## config.mk

```make
export PLATFORM = sky130hd
export DESIGN_NAME = sorted_priority_queue_unit
export DESIGN_NICKNAME = d
export VERILOG_FILES = /design/src/sv/spq_pkg.sv /design/src/sv/sorted_priority_queue_unit.sv
export SDC_FILE = /design/constraint.sdc
export NUM_CORES = 2
export LEC_CHECK = 0
export BUFFER_PORTS_ARGS = -buffer_cell sky130_fd_sc_hd__buf_2
export CAP_MARGIN = 20
export CORE_UTILIZATION = 45
export CTS_CLUSTER_SIZE = 12
export DETAILED_ROUTE_END_ITERATION = 8
export PLACE_DENSITY = 0.62
export SLEW_MARGIN = 20
export SYNTH_ARGS = -nofsm -noshare
export SYNTH_HDL_FRONTEND = slang
export SYNTH_SLANG_ARGS = --single-unit
```

## constraint.sdc

```tcl
create_clock -name clk -period 9.8 [get_ports clk]
set_input_delay 0.49 -clock clk [delete_from_list [all_inputs] [get_ports clk]]
set_output_delay 0.49 -clock clk [all_outputs]
set_load 0.01 [all_outputs]
```

## src/sv/spq_pkg.sv

```systemverilog
package spq_pkg;

    localparam int unsigned CAPACITY_DEF = 16;

    // operation codes of the op field
    localparam logic OP_ENQUEUE = 1'b0;
    localparam logic OP_DEQUEUE = 1'b1;

    typedef enum logic [1:0] {
        STATUS_ENQUEUED = 2'd0,
        STATUS_DEQUEUED = 2'd1,
        STATUS_EMPTY    = 2'd2,
        STATUS_FULL     = 2'd3
    } status_t;

    // one held entry
    typedef struct packed {
        logic signed [31:0] data;
        logic signed [31:0] prio;
    } entry_t;

endpackage

```

## src/sv/sorted_priority_queue_unit.sv

```systemverilog
// channel | handshake            | beat fields
// --------+----------------------+------------------------------------------
// in      | in_valid, in_stall   | op, entry_data, entry_priority
// out     | out_valid, out_stall | out_data, out_priority, status, occupancy
//
// results of a refused enqueue, an empty dequeue or an enqueue into an empty queue are
//   registered straight from idle; a dequeue answers from the head read state; other
//   enqueues step from the tail, moving each larger entry back one place, until the new entry is written
// one memory read port and one comparator walk the list one entry per cycle from the tail
// reset clears head, fill count and sequencer; entries at or beyond the count are never used
// in_stall is high while an item is at work or a result waits on a stalled output
module sorted_priority_queue_unit #(
    parameter int unsigned CAPACITY = spq_pkg::CAPACITY_DEF
) (
    input  logic               clk,
    input  logic               rst_n,
    input  logic               in_valid,
    output logic               in_stall,
    input  logic               op,
    input  logic signed [31:0] entry_data,
    input  logic signed [31:0] entry_priority,
    output logic               out_valid,
    input  logic               out_stall,
    output logic signed [31:0] out_data,
    output logic signed [31:0] out_priority,
    output logic [1:0]         status,
    output logic [4:0]         occupancy
);
    import spq_pkg::*;

    // address width of the ring and width of the fill count
    localparam int unsigned IDX_W = (CAPACITY > 1) ? $clog2(CAPACITY) : 1;
    localparam int unsigned CNT_W = $clog2(CAPACITY + 1);
    localparam logic [CNT_W-1:0] CNT_ONE = CNT_W'(1);
    localparam logic [CNT_W-1:0] CNT_TWO = CNT_W'(2);
    localparam logic [CNT_W-1:0] CNT_FULL = CNT_W'(CAPACITY);
    localparam logic [CNT_W:0] SUM_CAP = (CNT_W + 1)'(CAPACITY);

    typedef enum logic [1:0] {
        ST_IDLE,
        ST_ENQ_CMP,
        ST_ENQ_PUT,
        ST_DEQ_RD
    } state_t;

    // entries live in a ring; logical place 0 is the head
    entry_t mem [CAPACITY];

    state_t            state_reg, state_next;
    logic [IDX_W-1:0]  head_reg, head_next;
    logic [CNT_W-1:0]  count_reg, count_next;
    logic [CNT_W-1:0]  idx_reg, idx_next;
    entry_t            new_entry_reg, new_entry_next;
    entry_t            rd_data_reg;
    logic              out_valid_reg, out_valid_next;
    entry_t            out_entry_reg, out_entry_next;
    logic [1:0]        status_reg, status_next;
    logic [CNT_W-1:0]  occ_reg, occ_next;

    logic              in_accept;
    logic              out_free;
    logic [IDX_W-1:0]  rd_addr;
    logic              mem_we;
    logic [IDX_W-1:0]  mem_waddr;
    entry_t            mem_wdata;
    logic              move_back;

    // logical place to ring address
    function automatic logic [IDX_W-1:0] phys(input logic [IDX_W-1:0] base,
                                              input logic [CNT_W-1:0] off);
        logic [CNT_W:0] sum;
        sum = {{(CNT_W + 1 - IDX_W){1'b0}}, base} + {1'b0, off};
        if (sum >= SUM_CAP)
        begin
            sum = sum - SUM_CAP;
        end
        return sum[IDX_W-1:0];
    endfunction

    // output slot is free, or frees at this edge
    assign out_free  = !out_valid_reg || !out_stall;
    assign in_stall  = (state_reg != ST_IDLE) || !out_free;
    assign in_accept = in_valid && !in_stall;

    // the one comparator: held entry goes back only if strictly larger, so ties stay ahead
    assign move_back = rd_data_reg.prio > new_entry_reg.prio;

    always_comb
    begin
        state_next     = state_reg;
        head_next      = head_reg;
        count_next     = count_reg;
        idx_next       = idx_reg;
        new_entry_next = new_entry_reg;
        out_valid_next = out_valid_reg && out_stall;
        out_entry_next = out_entry_reg;
        status_next    = status_reg;
        occ_next       = occ_reg;
        rd_addr        = head_reg;
        mem_we         = 1'b0;
        mem_waddr      = phys(head_reg, idx_reg);
        mem_wdata      = new_entry_reg;

        case (state_reg)
            ST_IDLE:
            begin
                if (op == OP_DEQUEUE)
                begin
                    rd_addr = head_reg;
                end
                else
                begin
                    rd_addr = phys(head_reg, count_reg - CNT_ONE);
                end
                if (in_accept)
                begin
                    new_entry_next.data = entry_data;
                    new_entry_next.prio = entry_priority;
                    idx_next            = count_reg;
                    if (op == OP_DEQUEUE)
                    begin
                        if (count_reg == '0)
                        begin
                            out_valid_next = 1'b1;
                            out_entry_next = '0;
                            status_next    = STATUS_EMPTY;
                            occ_next       = count_reg;
                        end
                        else
                        begin
                            // head read is already on its way
                            head_next  = phys(head_reg, CNT_ONE);
                            count_next = count_reg - CNT_ONE;
                            state_next = ST_DEQ_RD;
                        end
                    end
                    else if (count_reg == CNT_FULL)
                    begin
                        out_valid_next = 1'b1;
                        out_entry_next = '0;
                        status_next    = STATUS_FULL;
                        occ_next       = count_reg;
                    end
                    else if (count_reg == '0)
                    begin
                        mem_we          = 1'b1;
                        mem_waddr       = head_reg;
                        mem_wdata.data  = entry_data;
                        mem_wdata.prio  = entry_priority;
                        count_next      = CNT_ONE;
                        out_valid_next  = 1'b1;
                        out_entry_next  = '0;
                        status_next     = STATUS_ENQUEUED;
                        occ_next        = CNT_ONE;
                    end
                    else
                    begin
                        count_next = count_reg + CNT_ONE;
                        state_next = ST_ENQ_CMP;
                    end
                end
            end

            ST_ENQ_CMP:
            begin
                // fetch the entry one place closer to the head for the next cycle
                rd_addr   = phys(head_reg, idx_reg - CNT_TWO);
                mem_we    = 1'b1;
                mem_waddr = phys(head_reg, idx_reg);
                if (move_back)
                begin
                    mem_wdata = rd_data_reg;
                    idx_next  = idx_reg - CNT_ONE;
                    if (idx_reg == CNT_ONE)
                    begin
                        state_next = ST_ENQ_PUT;
                    end
                end
                else
                begin
                    mem_wdata      = new_entry_reg;
                    out_valid_next = 1'b1;
                    out_entry_next = '0;
                    status_next    = STATUS_ENQUEUED;
                    occ_next       = count_reg;
                    state_next     = ST_IDLE;
                end
            end

            ST_ENQ_PUT:
            begin
                // new entry becomes the head
                mem_we         = 1'b1;
                mem_waddr      = head_reg;
                mem_wdata      = new_entry_reg;
                out_valid_next = 1'b1;
                out_entry_next = '0;
                status_next    = STATUS_ENQUEUED;
                occ_next       = count_reg;
                state_next     = ST_IDLE;
            end

            ST_DEQ_RD:
            begin
                out_valid_next = 1'b1;
                out_entry_next = rd_data_reg;
                status_next    = STATUS_DEQUEUED;
                occ_next       = count_reg;
                state_next     = ST_IDLE;
            end

            default:
            begin
                state_next = ST_IDLE;
            end
        endcase
    end

    // entry memory: one write and one registered read per cycle
    always_ff @(posedge clk)
    begin
        if (mem_we)
        begin
            mem[mem_waddr] <= mem_wdata;
        end
        rd_data_reg <= mem[rd_addr];
    end

    always_ff @(posedge clk or negedge rst_n)
    begin
        if (!rst_n)
        begin
            state_reg     <= ST_IDLE;
            head_reg      <= '0;
            count_reg     <= '0;
            idx_reg       <= '0;
            new_entry_reg <= '0;
            out_valid_reg <= 1'b0;
            out_entry_reg <= '0;
            status_reg    <= STATUS_ENQUEUED;
            occ_reg       <= '0;
        end
        else
        begin
            state_reg     <= state_next;
            head_reg      <= head_next;
            count_reg     <= count_next;
            idx_reg       <= idx_next;
            new_entry_reg <= new_entry_next;
            out_valid_reg <= out_valid_next;
            out_entry_reg <= out_entry_next;
            status_reg    <= status_next;
            occ_reg       <= occ_next;
        end
    end

    assign out_valid    = out_valid_reg;
    assign out_data     = out_entry_reg.data;
    assign out_priority = out_entry_reg.prio;
    assign status       = status_reg;
    assign occupancy    = 5'(occ_reg);

    // fill count never passes capacity
    assert property (@(posedge clk) disable iff (!rst_n) count_reg <= CNT_FULL)
        else $error("fill count beyond capacity");

    // while an item is at work no earlier result is still held
    assert property (@(posedge clk) disable iff (!rst_n)
        state_reg != ST_IDLE |-> !out_valid_reg)
        else $error("result pending while busy");

    // a refused enqueue leaves the queue as it was
    assert property (@(posedge clk) disable iff (!rst_n)
        in_accept && op == OP_ENQUEUE && count_reg == CNT_FULL
        |=> count_reg == $past(count_reg) && head_reg == $past(head_reg)
            && out_valid_reg && status_reg == STATUS_FULL)
        else $error("full enqueue changed the queue");

    // a dequeue on a non-empty queue goes to the head read and shrinks by one
    assert property (@(posedge clk) disable iff (!rst_n)
        in_accept && op == OP_DEQUEUE && count_reg != '0
        |=> state_reg == ST_DEQ_RD && count_reg == $past(count_reg) - CNT_ONE)
        else $error("dequeue sequencing broken");

endmodule

```

==> results.sh <==
export IMPL_status="complete, but fails checks"
export IMPL_violations="DRC"
export IMPL_area_growth_pct=13.7
export IMPL_numPortBuffers=141
export IMPL_min_path_type="in2reg"
export IMPL_syn_inst=3701
export IMPL_endpoint_kind="flip-flop"
export IMPL_drt_pass1_iterations=7
export IMPL_most_common_layout_cells="edfxtp_1 (1024), nand2_1 (679), a211oi_1 (322)"
export IMPL_cts_root_buffer="clkbuf_16"
export IMPL_antenna_found_initial=3
export IMPL_async_flop_share=0.123
export IMPL_clk_pin_slew_ns=0.06
export IMPL_cts_tree="built"
export IMPL_finalNetCount=3930
export IMPL_netlist_area_sq_um=50200
export IMPL_finalCritPeriodShare=0.555
export IMPL_remaining_drc_errors=1
export IMPL_critPathKind="reg2reg"
export IMPL_die_height_um=336
export IMPL_dieArea_sq_um=113000
export IMPL_grt_pass1_wl_mm=191
export IMPL_track_usage=0.227
export IMPL_clock_path_buffers=3
export IMPL_grt_ovfl_total=0
export IMPL_fin_util=0.516
export IMPL_final_setup_tns_ns=0
export IMPL_n_antenna_cell=0
export IMPL_synth_edf_count=1024
export IMPL_worst_pin_slew_ns=1.22
export IMPL_clock_sinks=1240
export IMPL_dp_final_hpwl_mm=68.7
export IMPL_seq_area_frac_synth=0.714
export IMPL_viasPerCell=5.79
export IMPL_wire_per_inst_um=23.7
export IMPL_path_max_fanout=39
export IMPL_startpoint_type="flip-flop"
export IMPL_fmax_mhz=184
export IMPL_top_level_ports=142
export IMPL_clkLatencyLatePin_ns=0.74
export IMPL_drt_total_wl_mm=128
export IMPL_finClkSkew_ns=0.0418
export IMPL_start_util=0.454
export IMPL_core_sq_um=111000
export IMPL_cts_made_buffers=134
export IMPL_via_count=31272
export IMPL_drv_slew=0
export IMPL_h_tree_depth=4
export IMPL_grt_pass1_vias=30095
export IMPL_slew_headroom=0.189
export IMPL_period_needed_ns=5.44
export IMPL_cap_violations=0
export IMPL_mostFrequentLayoutCell="edfxtp_1"
export IMPL_cp_arrival_ns=5.78
export IMPL_cp_required_ns=10.14
export IMPL_min_path_cells=3
export IMPL_largest_register_ffs=1024
export IMPL_setup_viol=0
export IMPL_worst_slack_ns=4.36
export IMPL_drive_above_1_share=0.105
export IMPL_grt_max_degree=228
export IMPL_rows=122
export IMPL_yosys_warnings=0
export IMPL_ys_ff_latch=1240
export IMPL_syn_avg_cell_area_sq_um=13.6
export IMPL_place_ws_ns=4.41
export IMPL_rsz0062_at_grt="false"
export IMPL_drt_initial_drc_count=2864
export IMPL_ys_types=66
export IMPL_route_antenna_remaining_nets=0
export IMPL_ys_flop_type="edfxtp_1"
export IMPL_gp_congestion=0.813
export IMPL_synth_nets=3826
export IMPL_reg2reg_depth=11
export IMPL_die_w_um=336
export IMPL_hold_viol_final=0
Yosys cell counts, types with 3 or more instances:
master | number | share of area
nor2_1 | 38 | 0.0028
buf_6 | 7 | 0.0016
a22oi_1 | 6 | 0.00090
nor3b_1 | 3 | 0.00045
a21oi_1 | 163 | 0.016
buf_2 | 34 | 0.0034
edfxtp_1 | 1024 | 0.61
fa_1 | 3 | 0.0012
xnor2_1 | 9 | 0.0016
a31oi_1 | 129 | 0.016
buf_1 | 7 | 0.00052
o21ai_1 | 3 | 0.00030
xor2_1 | 7 | 0.0012
and3_1 | 4 | 0.00050
mux2i_1 | 6 | 0.0012
nand3_1 | 10 | 0.0010
a21o_1 | 67 | 0.010
a311oi_1 | 130 | 0.023
nand2_1 | 680 | 0.051
dfrtp_1 | 152 | 0.076
nand2b_1 | 6 | 0.00075
dfxtp_1 | 64 | 0.026
buf_4 | 7 | 0.0010
a22o_1 | 127 | 0.022
nor3_1 | 9 | 0.00090
a211oi_1 | 322 | 0.048
a21boi_0 | 3 | 0.00045
inv_1 | 46 | 0.0034
ha_1 | 53 | 0.013
nor2b_1 | 5 | 0.00062
o22ai_1 | 3 | 0.00037
mux2_2 | 3 | 0.00067
o21ai_0 | 45 | 0.0045
nand4_1 | 9 | 0.0011
and2_1 | 257 | 0.032
clkbuf_1 | 222 | 0.017
o311ai_0 | 3 | 0.00052
kinds of logic after synthesis:
logic type                 synth area share
AOI/OAI and AO/OA                     0.146
xor gates and xnor gates            0.00279
adders and majority gates            0.0144
buffers and inverters                0.0266
DFF                                   0.714
muxes                               0.00187
and+or+nand+nor                      0.0941
critical path, stage by stage (launching register included):
cell and delay, ns:
dfrtp_1 0.41, inv_1 0.14, ha_1 0.68, nand3_2 0.11, buf_4 0.41, nor3_2 0.24
buf_4 0.52, a21oi_1 0.18, o21ai_0 0.27, nand2_1 0.31, nor2_4 0.89, buf_4 0.80
stage by stage:
step | instances | area, sq um | hold slack [ns]
floorplan | 3701 | 50200 | 0.194
detailed placement | 5106 | 52300 | 0.464
CTS | 5404 | 57100 | 0.000721
finish | 5404 | 57100 | 0.0463
global placement | 5105 | 52300 | 0.458
global route | 5404 | 57100 | 0.0144
metal layers:
metal | share of wire | GRT usage
met4 | 0.017 | 0.0564
met3 | 0.080 | 0.0493
met1 | 0.45 | 0.329
met5 | 0 | 0
met2 | 0.45 | 0.348
timing repair:
item                       4_1_cts  5_1_grt
buffers inserted                 0        0
resized for setup                0        0
hold buffers                    51        0
hold endpoints to repair       101        0
setup endpoints to repair        0        0
cell type report:
cell class              instances  area, sq um
fillers                      9213        53600
flip-flops and latches       1240        35800
multi-input cells            2138        13200
clock buffers                 211         3880
well taps                    1488         1860
repair buffers                245         1730
clock inverters                36          363
inverters                      46          173
worst paths after layout:
kind / slack, ns / to / startpoint
min in group asynchronous: 0.35 / out_priority[7]$_DFFE_PN0P_ / rst_n
max: 4.36 / mem[13][54]$_DFFE_PP_ / state_reg[0]$_DFFE_PN0P_
max reg2reg: 4.36 / mem[13][54]$_DFFE_PP_ / state_reg[0]$_DFFE_PN0P_
min: 0.05 / new_entry_reg[61]$_DFFE_PN0P_ / entry_data[29]
max in group asynchronous: 8.23 / out_data[3]$_DFFE_PN0P_ / rst_n
min reg2reg: 0.48 / new_entry_reg[44]$_DFFE_PN0P_ / new_entry_reg[44]$_DFFE_PN0P_
Power is not shown: default switching activity piles up to over one toggle a cycle in this logic, so the estimate is an artifact.
